## src/rtl/core/uad_pkg.sv

```systemverilog
// Shared types, micro-op codes and jump conditions for the ASCII digit converter.
// No dependencies; used by uad_ucode_rom, uad_datapath and the top level.
package uad_pkg;

    // Datapath operations, one per control word
    typedef logic [2:0] t_op;
    localparam t_op OP_NOP  = 3'd0;
    localparam t_op OP_LOAD = 3'd1;   // capture request on handshake
    localparam t_op OP_MUL  = 3'd2;   // quotient by ten via reciprocal multiply
    localparam t_op OP_DEC  = 3'd3;   // store decimal digit, value <= quotient
    localparam t_op OP_HEX  = 3'd4;   // store low nibble, value <= value >> 4
    localparam t_op OP_EMIT = 3'd5;   // present digit characters, top first

    // Jump conditions
    typedef logic [2:0] t_cond;
    localparam t_cond C_NEVER    = 3'd0;
    localparam t_cond C_ALWAYS   = 3'd1;
    localparam t_cond C_IN_FIRE  = 3'd2;
    localparam t_cond C_IS_HEX   = 3'd3;
    localparam t_cond C_Q_NZ     = 3'd4;
    localparam t_cond C_HEX_MORE = 3'd5;
    localparam t_cond C_OUT_LAST = 3'd6;

    localparam int STEP_W     = 3;
    localparam int MAX_DIGITS = 10;
    localparam int DIG_IDX_W  = 4;

    typedef logic [STEP_W-1:0] t_step;

    typedef struct packed {
        t_op   op;
        t_cond cond;
        t_step target;
        logic  hold;      // stay on this step when the condition is false
    } t_uword;

    typedef struct packed {
        logic is_hex;
        logic q_nz;
        logic hex_more;
        logic emit_last;
    } t_status;

    localparam logic [1:0]  MODE_HEX_LO = 2'd1;
    localparam logic [1:0]  MODE_HEX_UP = 2'd2;

    localparam logic [31:0] RECIP10     = 32'hCCCC_CCCD;  // ceil(2^35 / 10)
    localparam int          RECIP_SHIFT = 35;

    localparam logic [6:0]  DIGIT_BASE   = 7'd48;
    localparam logic [6:0]  LOWER_OFFSET = 7'd87;
    localparam logic [6:0]  UPPER_OFFSET = 7'd55;

    function automatic logic [6:0] digit_char(input logic [3:0] d, input logic upper);
        logic [6:0] off;
        if (d < 4'd10) begin
            off = DIGIT_BASE;
        end else if (upper) begin
            off = UPPER_OFFSET;
        end else begin
            off = LOWER_OFFSET;
        end
        return {3'b000, d} + off;
    endfunction

endpackage

```

## src/rtl/core/uad_ucode_rom.sv

```systemverilog
// Control store of the digit converter: one control word per step.
// Depends on uad_pkg.
module uad_ucode_rom (
    input  uad_pkg::t_step  i_step,
    output uad_pkg::t_uword o_word
);
    import uad_pkg::*;

    always_comb begin
        unique case (i_step)
            3'd0:    o_word = '{op: OP_LOAD, cond: C_IN_FIRE,  target: 3'd1, hold: 1'b1};
            3'd1:    o_word = '{op: OP_NOP,  cond: C_IS_HEX,   target: 3'd5, hold: 1'b0};
            3'd2:    o_word = '{op: OP_MUL,  cond: C_NEVER,    target: 3'd0, hold: 1'b0};
            3'd3:    o_word = '{op: OP_DEC,  cond: C_Q_NZ,     target: 3'd2, hold: 1'b0};
            3'd4:    o_word = '{op: OP_EMIT, cond: C_OUT_LAST, target: 3'd0, hold: 1'b1};
            3'd5:    o_word = '{op: OP_HEX,  cond: C_HEX_MORE, target: 3'd5, hold: 1'b0};
            3'd6:    o_word = '{op: OP_EMIT, cond: C_OUT_LAST, target: 3'd0, hold: 1'b1};
            default: o_word = '{op: OP_NOP,  cond: C_ALWAYS,   target: 3'd0, hold: 1'b0};
        endcase
    end

endmodule

```

## src/rtl/core/uad_datapath.sv

```systemverilog
// Datapath of the digit converter: value register, divide-by-ten, digit store, char encode.
// Depends on uad_pkg.
module uad_datapath (
    input  logic            i_clk,
    input  uad_pkg::t_op    i_op,
    input  logic            i_in_fire,
    input  logic            i_out_fire,
    input  logic [31:0]     i_value,
    input  logic [1:0]      i_radix_mode,
    output uad_pkg::t_status o_status,
    output logic [6:0]      o_char
);
    import uad_pkg::*;

    logic [31:0]          r_val;
    logic [28:0]          r_q;
    logic [3:0]           r_dig [MAX_DIGITS];
    logic [DIG_IDX_W-1:0] r_cnt;
    logic [DIG_IDX_W-1:0] r_idx;
    logic                 r_hex;
    logic                 r_upper;

    logic [63:0] w_prod;
    logic [31:0] w_q10;
    logic [31:0] w_rem;

    assign w_prod = 64'(r_val) * 64'(RECIP10);
    assign w_q10  = {r_q, 3'b000} + {2'b00, r_q, 1'b0};
    assign w_rem  = r_val - w_q10;

    always_ff @(posedge i_clk) begin
        unique case (i_op)
            OP_LOAD: begin
                if (i_in_fire) begin
                    r_val   <= i_value;
                    r_hex   <= (i_radix_mode == MODE_HEX_LO) || (i_radix_mode == MODE_HEX_UP);
                    r_upper <= (i_radix_mode == MODE_HEX_UP);
                    r_cnt   <= '0;
                end
            end
            OP_MUL: begin
                r_q <= w_prod[RECIP_SHIFT +: 29];
            end
            OP_DEC: begin
                r_dig[r_cnt] <= w_rem[3:0];
                r_val        <= {3'b000, r_q};
                r_idx        <= r_cnt;
                r_cnt        <= r_cnt + 1'b1;
            end
            OP_HEX: begin
                r_dig[r_cnt] <= r_val[3:0];
                r_val        <= {4'b0000, r_val[31:4]};
                r_idx        <= r_cnt;
                r_cnt        <= r_cnt + 1'b1;
            end
            OP_EMIT: begin
                if (i_out_fire && (r_idx != '0)) begin
                    r_idx <= r_idx - 1'b1;
                end
            end
            default: begin
            end
        endcase
    end

    assign o_status.is_hex    = r_hex;
    assign o_status.q_nz      = (r_q != '0);
    assign o_status.hex_more  = (r_val[31:4] != '0);
    assign o_status.emit_last = (r_idx == '0);

    assign o_char = digit_char(r_dig[r_idx], r_upper);

endmodule

```

## src/rtl/core/unsigned_to_ascii_digits_core.sv

```systemverilog
// Unsigned binary to ASCII digit converter, top level: step counter and stream ports.
// Depends on uad_pkg, uad_ucode_rom and uad_datapath.
//
// Each request carries a 32-bit unsigned value and a format (0 decimal, 1 lowercase
// hex, 2 uppercase hex, 3 decimal). The block answers with the ASCII digits of the
// value, most significant first, no leading zeros, one character per transfer, with
// tlast on the final one; zero gives the single character '0'. One request is worked
// at a time. A request is first accepted and then branched on its format. A decimal
// request then does, per digit, the reciprocal multiply by 1/10 and stores the
// remainder, taken against the registered quotient, as the next digit; a hex request
// stores one nibble per cycle. The digits then go out as one character per cycle
// while the sink is ready. Control comes from an eight-word control store; each word
// names a datapath op, a jump condition, a jump target and whether to hold on a false
// condition.
module unsigned_to_ascii_digits_core (
    input  logic        i_clk,
    input  logic        i_rst_n,
    input  logic        s_axis_tvalid,
    output logic        s_axis_tready,
    input  logic [39:0] s_axis_tdata,   // [31:0] value, [33:32] radix_mode, rest zero
    output logic        m_axis_tvalid,
    input  logic        m_axis_tready,
    output logic [7:0]  m_axis_tdata,   // [6:0] ascii_char, [7] zero
    output logic        m_axis_tlast    // last_char
);
    import uad_pkg::*;

    t_step   r_step;
    t_step   n_step;
    t_uword  w_word;
    t_status w_status;
    logic    w_in_fire;
    logic    w_out_fire;
    logic    w_take;
    logic [6:0] w_char;

    uad_ucode_rom u_rom (
        .i_step (r_step),
        .o_word (w_word)
    );

    uad_datapath u_dp (
        .i_clk        (i_clk),
        .i_op         (w_word.op),
        .i_in_fire    (w_in_fire),
        .i_out_fire   (w_out_fire),
        .i_value      (s_axis_tdata[31:0]),
        .i_radix_mode (s_axis_tdata[33:32]),
        .o_status     (w_status),
        .o_char       (w_char)
    );

    // Handshakes are driven straight from the current control word
    assign s_axis_tready = (w_word.op == OP_LOAD);
    assign m_axis_tvalid = (w_word.op == OP_EMIT);
    assign m_axis_tdata  = {1'b0, w_char};
    assign m_axis_tlast  = w_status.emit_last;

    assign w_in_fire  = s_axis_tvalid && s_axis_tready;
    assign w_out_fire = m_axis_tvalid && m_axis_tready;

    // Jump condition select
    always_comb begin
        unique case (w_word.cond)
            C_NEVER:    w_take = 1'b0;
            C_ALWAYS:   w_take = 1'b1;
            C_IN_FIRE:  w_take = w_in_fire;
            C_IS_HEX:   w_take = w_status.is_hex;
            C_Q_NZ:     w_take = w_status.q_nz;
            C_HEX_MORE: w_take = w_status.hex_more;
            C_OUT_LAST: w_take = w_out_fire && w_status.emit_last;
            default:    w_take = 1'b0;
        endcase
    end

    always_comb begin
        priority if (w_take) begin
            n_step = w_word.target;
        end else if (w_word.hold) begin
            n_step = r_step;
        end else begin
            n_step = r_step + 1'b1;
        end
    end

    always_ff @(posedge i_clk) begin
        if (!i_rst_n) begin
            r_step <= '0;
        end else begin
            r_step <= n_step;
        end
    end

endmodule
```

## config.mk

```make
export PLATFORM = sky130hd
export DESIGN_NAME = unsigned_to_ascii_digits_core
export DESIGN_NICKNAME = d
export VERILOG_FILES = /design/src/rtl/core/uad_pkg.sv /design/src/rtl/core/uad_ucode_rom.sv /design/src/rtl/core/uad_datapath.sv /design/src/rtl/core/unsigned_to_ascii_digits_core.sv
export SDC_FILE = /design/constraint.sdc
export NUM_CORES = 1
export LEC_CHECK = 0
export BUFFER_PORTS_ARGS = -buffer_cell sky130_fd_sc_hd__buf_2
export CORE_MARGIN = 5
export CORE_UTILIZATION = 66
export DETAILED_ROUTE_END_ITERATION = 6
export GPL_TIMING_DRIVEN = 0
export HOLD_SLACK_MARGIN = 0.03
export PLACE_DENSITY = 0.86
export SKIP_LAST_GASP = 1
export SLEW_MARGIN = 0
export SYNTH_ARGS = -nofsm -noshare
export SYNTH_HDL_FRONTEND = slang
export SYNTH_HIERARCHICAL = 1
export SYNTH_SLANG_ARGS = --single-unit
```

## constraint.sdc

```tcl
create_clock -name i_clk -period 7.7 [get_ports i_clk]
set_input_delay 1.925 -clock i_clk [delete_from_list [all_inputs] [get_ports i_clk]]
set_output_delay 1.925 -clock i_clk [all_outputs]
set_load 0.03 [all_outputs]
```

======== Yosys cells after proc, flatten, opt, wreduce, memory -nomap -nowiden ========
Memories as Yosys holds them, arrays and structs flattened. A register that Yosys moved wholly into a read port is not among the register bits.
Cells that the tools add are included.
operators by class
  add/sub/neg operators ................... 6
  multiply operators ...................... 1
  order comparisons ....................... 1
  equality and inequality tests ........... 22
  mux-type cells .......................... 18
  bitwise logic cells ..................... 1
  reductions and logical operators ........ 19
operators with widths
  cell                    number
  $pmux 32 s3             1
  $mul 32x32->64 const B  1
  $pmux 10 s6             1
  $mux 32                 1
  $reduce_bool 29->1      1
  $reduce_bool 28->1      1
  $eq 3x3->1 const B      8
  $eq 3x2->1 const B      6
  $mux 4                  4
  $pmux 4 s2              2
  $mux 7                  2
  $eq 3x1->1 const B      3
  $reduce_and 2->1        4
  $add 4x7->7             1
  $mux 3                  2
  $pmux 1 s6              1
  $add 4x1->4 const B     1
  $add 4x4->4             1
  $logic_and 1x1->1       4
  $logic_not 4->1         1
  $lt 4x4->1 const B      1
  $mux 1                  4
  $ne 2x1->1 const B      2
  $reduce_bool 2->1       2
  other kinds (12)        13
word-level totals
  register bits ........................... 74
  bits in writable memories ............... 40
  bits of input ports ..................... 44
  output and inout bits ................... 11
  logic and storage cells ................. 76
  memories kept ........................... 1
memory list
  name        words  width  rd ports  clocked after memory_dff  wr ports  RTL line            text
  u_dp.r_dig  10     4      1         1                         1         uad_datapath.sv:17  logic [3:0] r_dig [MAX_DIGITS];

======== Depth between registers and ports, before layout ========
Gate-level depths: netlist (run 1).
  word-level depth ........................ 9
  depth in mapped cells ................... 26
  depth with buffers taken out ............ 26

======== Hierarchy ========
Netlist (run 1), hierarchy kept.
modules (own cells, without submodules)
  module                         instances  cells each  area each (um^2)  sequential area each (um^2)
  uad_datapath                   1          2083        21991.1           3413.3
  unsigned_to_ascii_digits_core  1          35          280.3             60.1
  uad_ucode_rom                  1          12          80.1              0.0

======== Least setup slack after synthesis (run 1) ========
Ideal clock, no wire load.
  path kind ............................... register to register
  from .................................... register u_dp.r_val[10]
  to ...................................... register u_dp.r_q[15] (data pin)
  library setup time ...................... 0.259 ns
  data arrival time ....................... 6.535 ns
  data required time ...................... 7.441 ns
  setup slack ............................. 0.905 ns
  cell stages (with the launch flop) ...... 25
  buffers on the path ..................... 1
  clock period less this slack ............ 6.795 ns
  cell sequence ........................... edfxtp_1 inv_1 ha_1 clkbuf_1 xor2_1 ha_1 a21o_1 fa_1 inv_1 fa_1 inv_1 fa_1 fa_1 fa_1 fa_1 ha_1 a21o_1 a21o_1 a21o_1 a2111oi_0 o31ai_1 o221ai_2 o31ai_2 a21bo_2 xor2_1
on the way
  cells in the longest elaborated chain, start to end .. 1
RTL lines
  what                       RTL line            text
  from (decl)                uad_datapath.sv:15  logic [31:0] r_val;
  from (signal assigned)     uad_datapath.sv:35  r_val <= i_value;
  from (signal assigned)     uad_datapath.sv:46  r_val <= {3'b000, r_q};
  from (signal assigned)     uad_datapath.sv:52  r_val <= {4'b0000, r_val[31:4]};
  $mul 32x32->64             uad_datapath.sv:27  assign w_prod = 64'(r_val) * 64'(RECIP10);
  named net u_dp.w_prod[50]  uad_datapath.sv:23  logic [63:0] w_prod;
  to (signal assigned)       uad_datapath.sv:42  r_q <= w_prod[RECIP_SHIFT +: 29];
  to (decl)                  uad_datapath.sv:16  logic [28:0] r_q;
The timed path passes the listed nets, and every way through them passes these cells.
A chain may end at the register's enable or synchronous reset.

======== Final worst setup path (run 1) ========
  from .................................... register u_dp.r_val[5]
  to ...................................... register u_dp.r_q[14] (data pin)
Same word-level chain as after synthesis.

==> flow_summary.yaml, run 1 <==
status:
  status: "finished clean"
layout:
  syn_to_final_growth_pct: 11.2
  fillers: 2303
  diodes: 0
  post-route-util_pct: 74.3
  layout_commonest_cell: "inv_1"
  multiInputGateArea_mm2: 0.0170
  final_cell_mix: "inv_1, fa_1, ha_1"
  drive_above_1_share_pct: 11.6
  nets: 3083
  design_area_mm2: 0.0248
  regArea_mm2: 0.00347
timing:
  rsz0062_at_grt: "yes"
  finClkSkew_ns: 0.00912
  finalSetupViolCount: 0
  tightest_slew_ns: 1.15
  fmax_ghz: 0.130
  post-route-period-util_pct: 99.6
  slew_viol_final: 0
  report.final.hold_viol_count: 0
  fin_crit_ns: 7.67
  relSlewSlack_pct: 23.2
routing:
  wl_per_cell_um: 24.0
  first_pass_iters: 6
  dr.first_iter.drc_count: 1505
  vias: 16200
  ant_nets: 0
  vias_per_cell: 5.93
  wirelength_um: 65800
  drc_errors: 0
floorplan:
  die_w_um: 194
  core_mm2: 0.0334
  io-pin-count: 55
  die_h_um: 194
  start_util_pct: 66.8
  dieArea_mm2: 0.0376
  rows: 67
clock_tree:
  cts_buffer_depth: 2
  cts_tree: "yes"
  clk_latency_ns: 0.42
  cts-root-buf: "clkbuf_16"
  h-tree-depth: 4
  numCtsBuffers: 17
  clkTransAtPathRegs_ns: 0.06
  cts.sinks: 118
worst_setup_path:
  r2r-start: "u_dp/r_val[5]"
  cp-end-kind: "flop"
  crit_arrival_ns: 7.82
  critPathKind: "reg2reg"
  worst_setup_path_start_kind: "flop"
  cp-startpoint: "u_dp/r_val[5]"
  cp.required_ns: 7.85
  cp_max_fo: 5
logic_synthesis:
  syn-num-nets: 2935
  ys_warn_count: 6
  synth_top_cell_by_area: "fa_1"
  synthArstFlopShare_pct: 0
  synth-edff-count: 111
  synth_area_leaders: "fa_1, ha_1, edfxtp_1"
  synthFlopType: "edfxtp_1"
  ys_types: 78
  synth_area_mm2: 0.0224
  ys_ff_latch: 118
  synth_area_per_cell_um2: 10.5
  synth_top_area_share_pct: 34.7
  syn_inst: 2130
  seq_area_frac_synth_pct: 15.5
grt:
  grt_pass1_wl_um: 101000
  antenna_found_initial: 1
  grt_max_degree: 37
  grt_usage_pct: 35.4
  overflow: 0
  grt_pass1_vias: 17400
run:
  max_cap_viol_count: 0
placement:
  gp_congestion: 1.06
  placed_area_mm2: 0.0232
  hpwl_um: 53600
  port_buffers: 47
min_path:
  min_from: "u_dp/r_q[10]"
  hold_class: "reg2reg"
cell usage after synthesis, types with 6 or more instances:
library cell / number
edfxtp_1: 111
o21bai_1: 6
nand3_1: 10
clkbuf_1: 28
nor2b_1: 11
ha_1: 374
dfxtp_1: 7
and2_1: 17
nand4_1: 17
a211oi_1: 8
a21oi_1: 69
nor3_1: 9
nand2_1: 116
mux2i_1: 9
a22oi_1: 28
nor4_1: 9
fa_1: 387
nor2_1: 35
xnor2_1: 44
o21ai_0: 41
and3_1: 12
xor2_1: 44
mux4_2: 8
inv_1: 589
a21o_1: 54
stage by stage:
| step | setup TNS (ns) | instances | setup WS [ns] | hold slack, ns |
|---|---|---|---|---|
| floorplan | 0 | 2130 | 0.905 | 0.504 |
| global placement | -9.85 | 2625 | -1.13 | 0.537 |
| detailed placement | -10.36 | 2627 | -1.11 | 0.556 |
| CTS | -0.0519 | 2715 | -0.0519 | 0.576 |
| global route | -0.268 | 2739 | -0.0733 | 0.613 |
| finish | 0 | 2739 | 0.0344 | 0.582 |
layer usage:
metal | wire length, µm | GRT usage (%) | share of wire (%) | up-vias
met5 | 12 | 0 | 0.018 | -
met4 | 3230 | 11.7 | 4.9 | 2
met3 | 6040 | 7.45 | 9.2 | 183
met2 | 31400 | 58.6 | 48 | 836
met1 | 25200 | 47.2 | 38 | 8178
li1 | - | - | - | 7046
critical path: stages, from the launching register on:
cell and delay (ns):
edfxtp_1 0.39, buf_4 0.16, inv_1 0.05, ha_1 0.46, xor2_1 0.54, xor2_1 0.23, fa_1 0.48, fa_1 0.56
fa_1 0.48, fa_1 0.57, fa_1 0.52, inv_1 0.05, fa_1 0.48, inv_1 0.07, ha_4 0.34, nand2_1 0.14
nor4_2 0.22, o211ai_1 0.24, o31ai_4 0.44, o221ai_4 0.21, o31ai_4 0.32, a41oi_2 0.24, xnor2_2 0.21
final timing paths:
kind | to | slack (ns) | depth (start not counted)
worst max register to register | u_dp/r_q[14] | 0.03 | 22
worst min-delay path | u_dp/r_val[10] | 0.58 | 2
worst min register to register | u_dp/r_val[10] | 0.58 | 2
worst max-delay path | u_dp/r_q[14] | 0.03 | 22
state kept, by name, indices dropped and copies added, names as in the netlist, named ones only:
signal	count
u_dp/r_dig	40
u_dp/r_val	32
u_dp/r_q	29
u_dp/r_cnt	4
u_dp/r_idx	4
r_step	3
u_dp/r_hex	1
u_dp/r_upper	1
cell families (layout without fill, tap and decap cells):
logic type / Yosys count / count (layout) / share of synthesized area [%]
AND/OR/NAND/NOR: 269 / 269 / 5.99
multiplexers: 20 / 20 / 1.36
buffers and inverters: 622 / 783 / 10.5
AO/OA/AOI/OAI: 251 / 251 / 7.53
other: 1 / 1 / 0.0168
adder cells (fa/ha/maj): 761 / 761 / 55.6
flip-flops: 118 / 118 / 15.5
XOR/XNOR: 88 / 88 / 3.45
cell type report:
class	instances	share of cell area (%)
Clock inverter	15	0.690
Sequential cell	118	14.0
Buffer	27	0.499
Multi-Input combinational cell	1390	68.3
Inverter	590	8.94
Clock buffer	17	1.71
Tap cell	448	2.26
Timing Repair Buffer	134	3.62
timing repair:
item                                    in CTS  in global routing
buffers inserted                            58                 27
endpoints found under the setup margin      26                 21
pin swaps                                    5                 13
resized for setup                           37                 56
endpoints found under the hold margin        0                  0
hold buffers                                 0                  0
Power of run 1 is not shown: default switching activity piles up to over one toggle a cycle in this logic, so the estimate is an artifact.
==> run 2, diff against run 1 <==
ABC_AREA = 1   (was unset)
PLACE_DENSITY = 0.85   (was 0.86)
==> flow_summary.yaml, run 2 <==
status:
  status: "finished clean"
clock_tree:
  clkTransAtPathRegs_ns: 0.06
  post-cts-setup-buffers: 0
  cts.sinks: 118
  numCtsBuffers: 17
  cts-root-buf: "clkbuf_16"
  cts_tree: "yes"
  h-tree-depth: 4
  cts_buffer_depth: 2
  clk_latency_ns: 0.43
  postCtsHoldBufs: 0
floorplan:
  start_util_pct: 66.3
  dieArea_mm2: 0.0416
  rows: 71
  die_w_um: 204
  core_mm2: 0.0374
  die_h_um: 204
  io-pin-count: 55
worst_setup_path:
  cp_slowest_cell: "edfxtp_1"
  cp-end-kind: "flop"
  crit_chain: "inv_1, ha_1, clkbuf_2, xnor2_2, o22ai_1, fa_1, inv_1, fa_1, fa_1, inv_1, fa_1, fa_1, fa_1, ha_1, nand2_1, nor2_1, nand2_1, nor4_1, nand2_1, nand2_1, nand2_1, nand3_1, nand2_1"
  cp.required_ns: 7.85
  cp_max_fo: 8
  critPathKind: "reg2reg"
  critPathMaxStageDelay_ns: 0.70
  crit_arrival_ns: 7.46
  worst_setup_path_start_kind: "flop"
logic_synthesis:
  synthArstFlopShare_pct: 0
  synth_area_leaders: "fa_1, ha_1, edfxtp_1"
  synth_top_area_share_pct: 31.2
  ys_types: 49
  syn_inst: 2942
  synth_area_mm2: 0.0248
  synth-edff-count: 111
  synthMostInstantiatedCell: "inv_1"
  synth_commonest_cells: "inv_1, nand2_1, fa_1"
  syn-num-nets: 3747
  seq_area_frac_synth_pct: 14.0
  synth_top_cell_by_area: "fa_1"
  ys_ff_latch: 118
  synth_area_per_cell_um2: 8.43
  ys_warn_count: 6
  synthFlopType: "edfxtp_1"
run:
  max_cap_viol_count: 0
routing:
  first_pass_iters: 7
  wl_per_cell_um: 21.7
  ant_nets: 0
  drc_errors: 0
  vias: 19900
  wirelength_um: 76900
  dr.first_iter.drc_count: 2097
  vias_per_cell: 5.63
timing:
  post-route-period-util_pct: 94.9
  tightest_slew_ns: 1.22
  relSlewSlack_pct: 17.8
  fmax_ghz: 0.137
  report.final.hold_viol_count: 0
  fin_crit_ns: 7.31
  finalSetupViolCount: 0
  rsz0062_at_grt: "no"
  setup_tns_ns: 0
  finClkSkew_ns: 0.00681
  slew_viol_final: 0
  hold_slack_ns: 0.594
grt:
  antenna_found_initial: 1
  grt_max_degree: 37
  overflow: 0
  grt_pass1_wl_um: 118000
  grt_usage_pct: 38.1
  grt_pass1_vias: 20600
layout:
  fillers: 2998
  largest_register_ff_count: 40
  post-route-util_pct: 70.3
  layout_commonest_cell: "inv_1"
  diodes: 0
  syn_to_final_growth_pct: 5.99
  drive_above_1_share_pct: 4.93
  reg_top3: "u_dp/r_dig: 40 flops, u_dp/r_val: 32 flops, u_dp/r_q: 29 flops"
  top_register: "u_dp/r_dig"
  final_cell_mix: "inv_1, nand2_1, fa_1"
  nets: 3816
  final_cells: 3535
placement:
  gp_congestion: 1.07
  hpwl_um: 67300
  port_buffers: 47
  place_inst: 3503
min_path:
  hold_class: "reg2reg"
[run 2: layout make-up]
| class | count | area [µm²] | area share (%) |
|---|---|---|---|
| buffer | 21 | 135 | 0.514 |
| clock buffer | 17 | 425 | 1.62 |
| clock inverter | 15 | 135 | 0.514 |
| inverter | 880 | 3310 | 12.6 |
| multi-input combinational | 1923 | 17900 | 68.1 |
| sequential | 118 | 3470 | 13.2 |
| tap | 511 | 639 | 2.43 |
| timing repair buffer | 50 | 273 | 1.04 |
[run 2: per-stage QoR]
step                instance area, µm²  setup slack [ns]
detailed placement               25700             0.241
global placement                 25700             0.274
global route                     26300            0.0828
floorplan                        24800              1.71
CTS                              26300             0.229
finish                           26300             0.392
[run 2: critical path, delay by kind of cell, from the launching register on]
kind / cells / cell delay, ns
simple gates: 9 / 1.51
xor+xnor: 1 / 0.32
flops: 1 / 0.70
buf+inv: 4 / 0.51
compound gates: 1 / 0.21
fa+ha+maj: 8 / 3.78
[run 2: path summary, 6_finish.rpt]
| kind | slack, ns | cells after the start | startpoint | end |
|---|---|---|---|---|
| min reg2reg | 0.59 | 2 | u_dp/r_idx[1] | flop |
| min | 0.59 | 2 | u_dp/r_idx[1] | flop |
| max reg2reg | 0.39 | 23 | u_dp/r_val[8] | u_dp/r_q[4] |
| max | 0.39 | 23 | u_dp/r_val[8] | u_dp/r_q[4] |
[run 2: cells by family after synthesis]
family	count (synthesis)	share of synthesized area, %
xor+xnor	53	1.87
buf+inv	901	13.9
compound gates	195	4.68
flops	118	14.0
fa+ha+maj	761	50.1
simple gates	913	15.5
other cells	1	0.0151
[run 2: what timing repair did]
item | CTS | global route
hold endpoints to repair | 0 | 0
gates resized for setup | 0 | 3
setup endpoints to repair | 0 | 3
[run 2: routing by layer]
metal	up-vias	wire length [µm]	track usage (%)	part of all wire, %
li1	9024	-	-	-
met1	9460	29300	49.0	38
met2	1137	34700	60.4	45
met3	274	7170	7.78	9.3
met4	2	5650	21.8	7.3
met5	-	12	0	0.016
Power of run 2 is left out for the same reason.
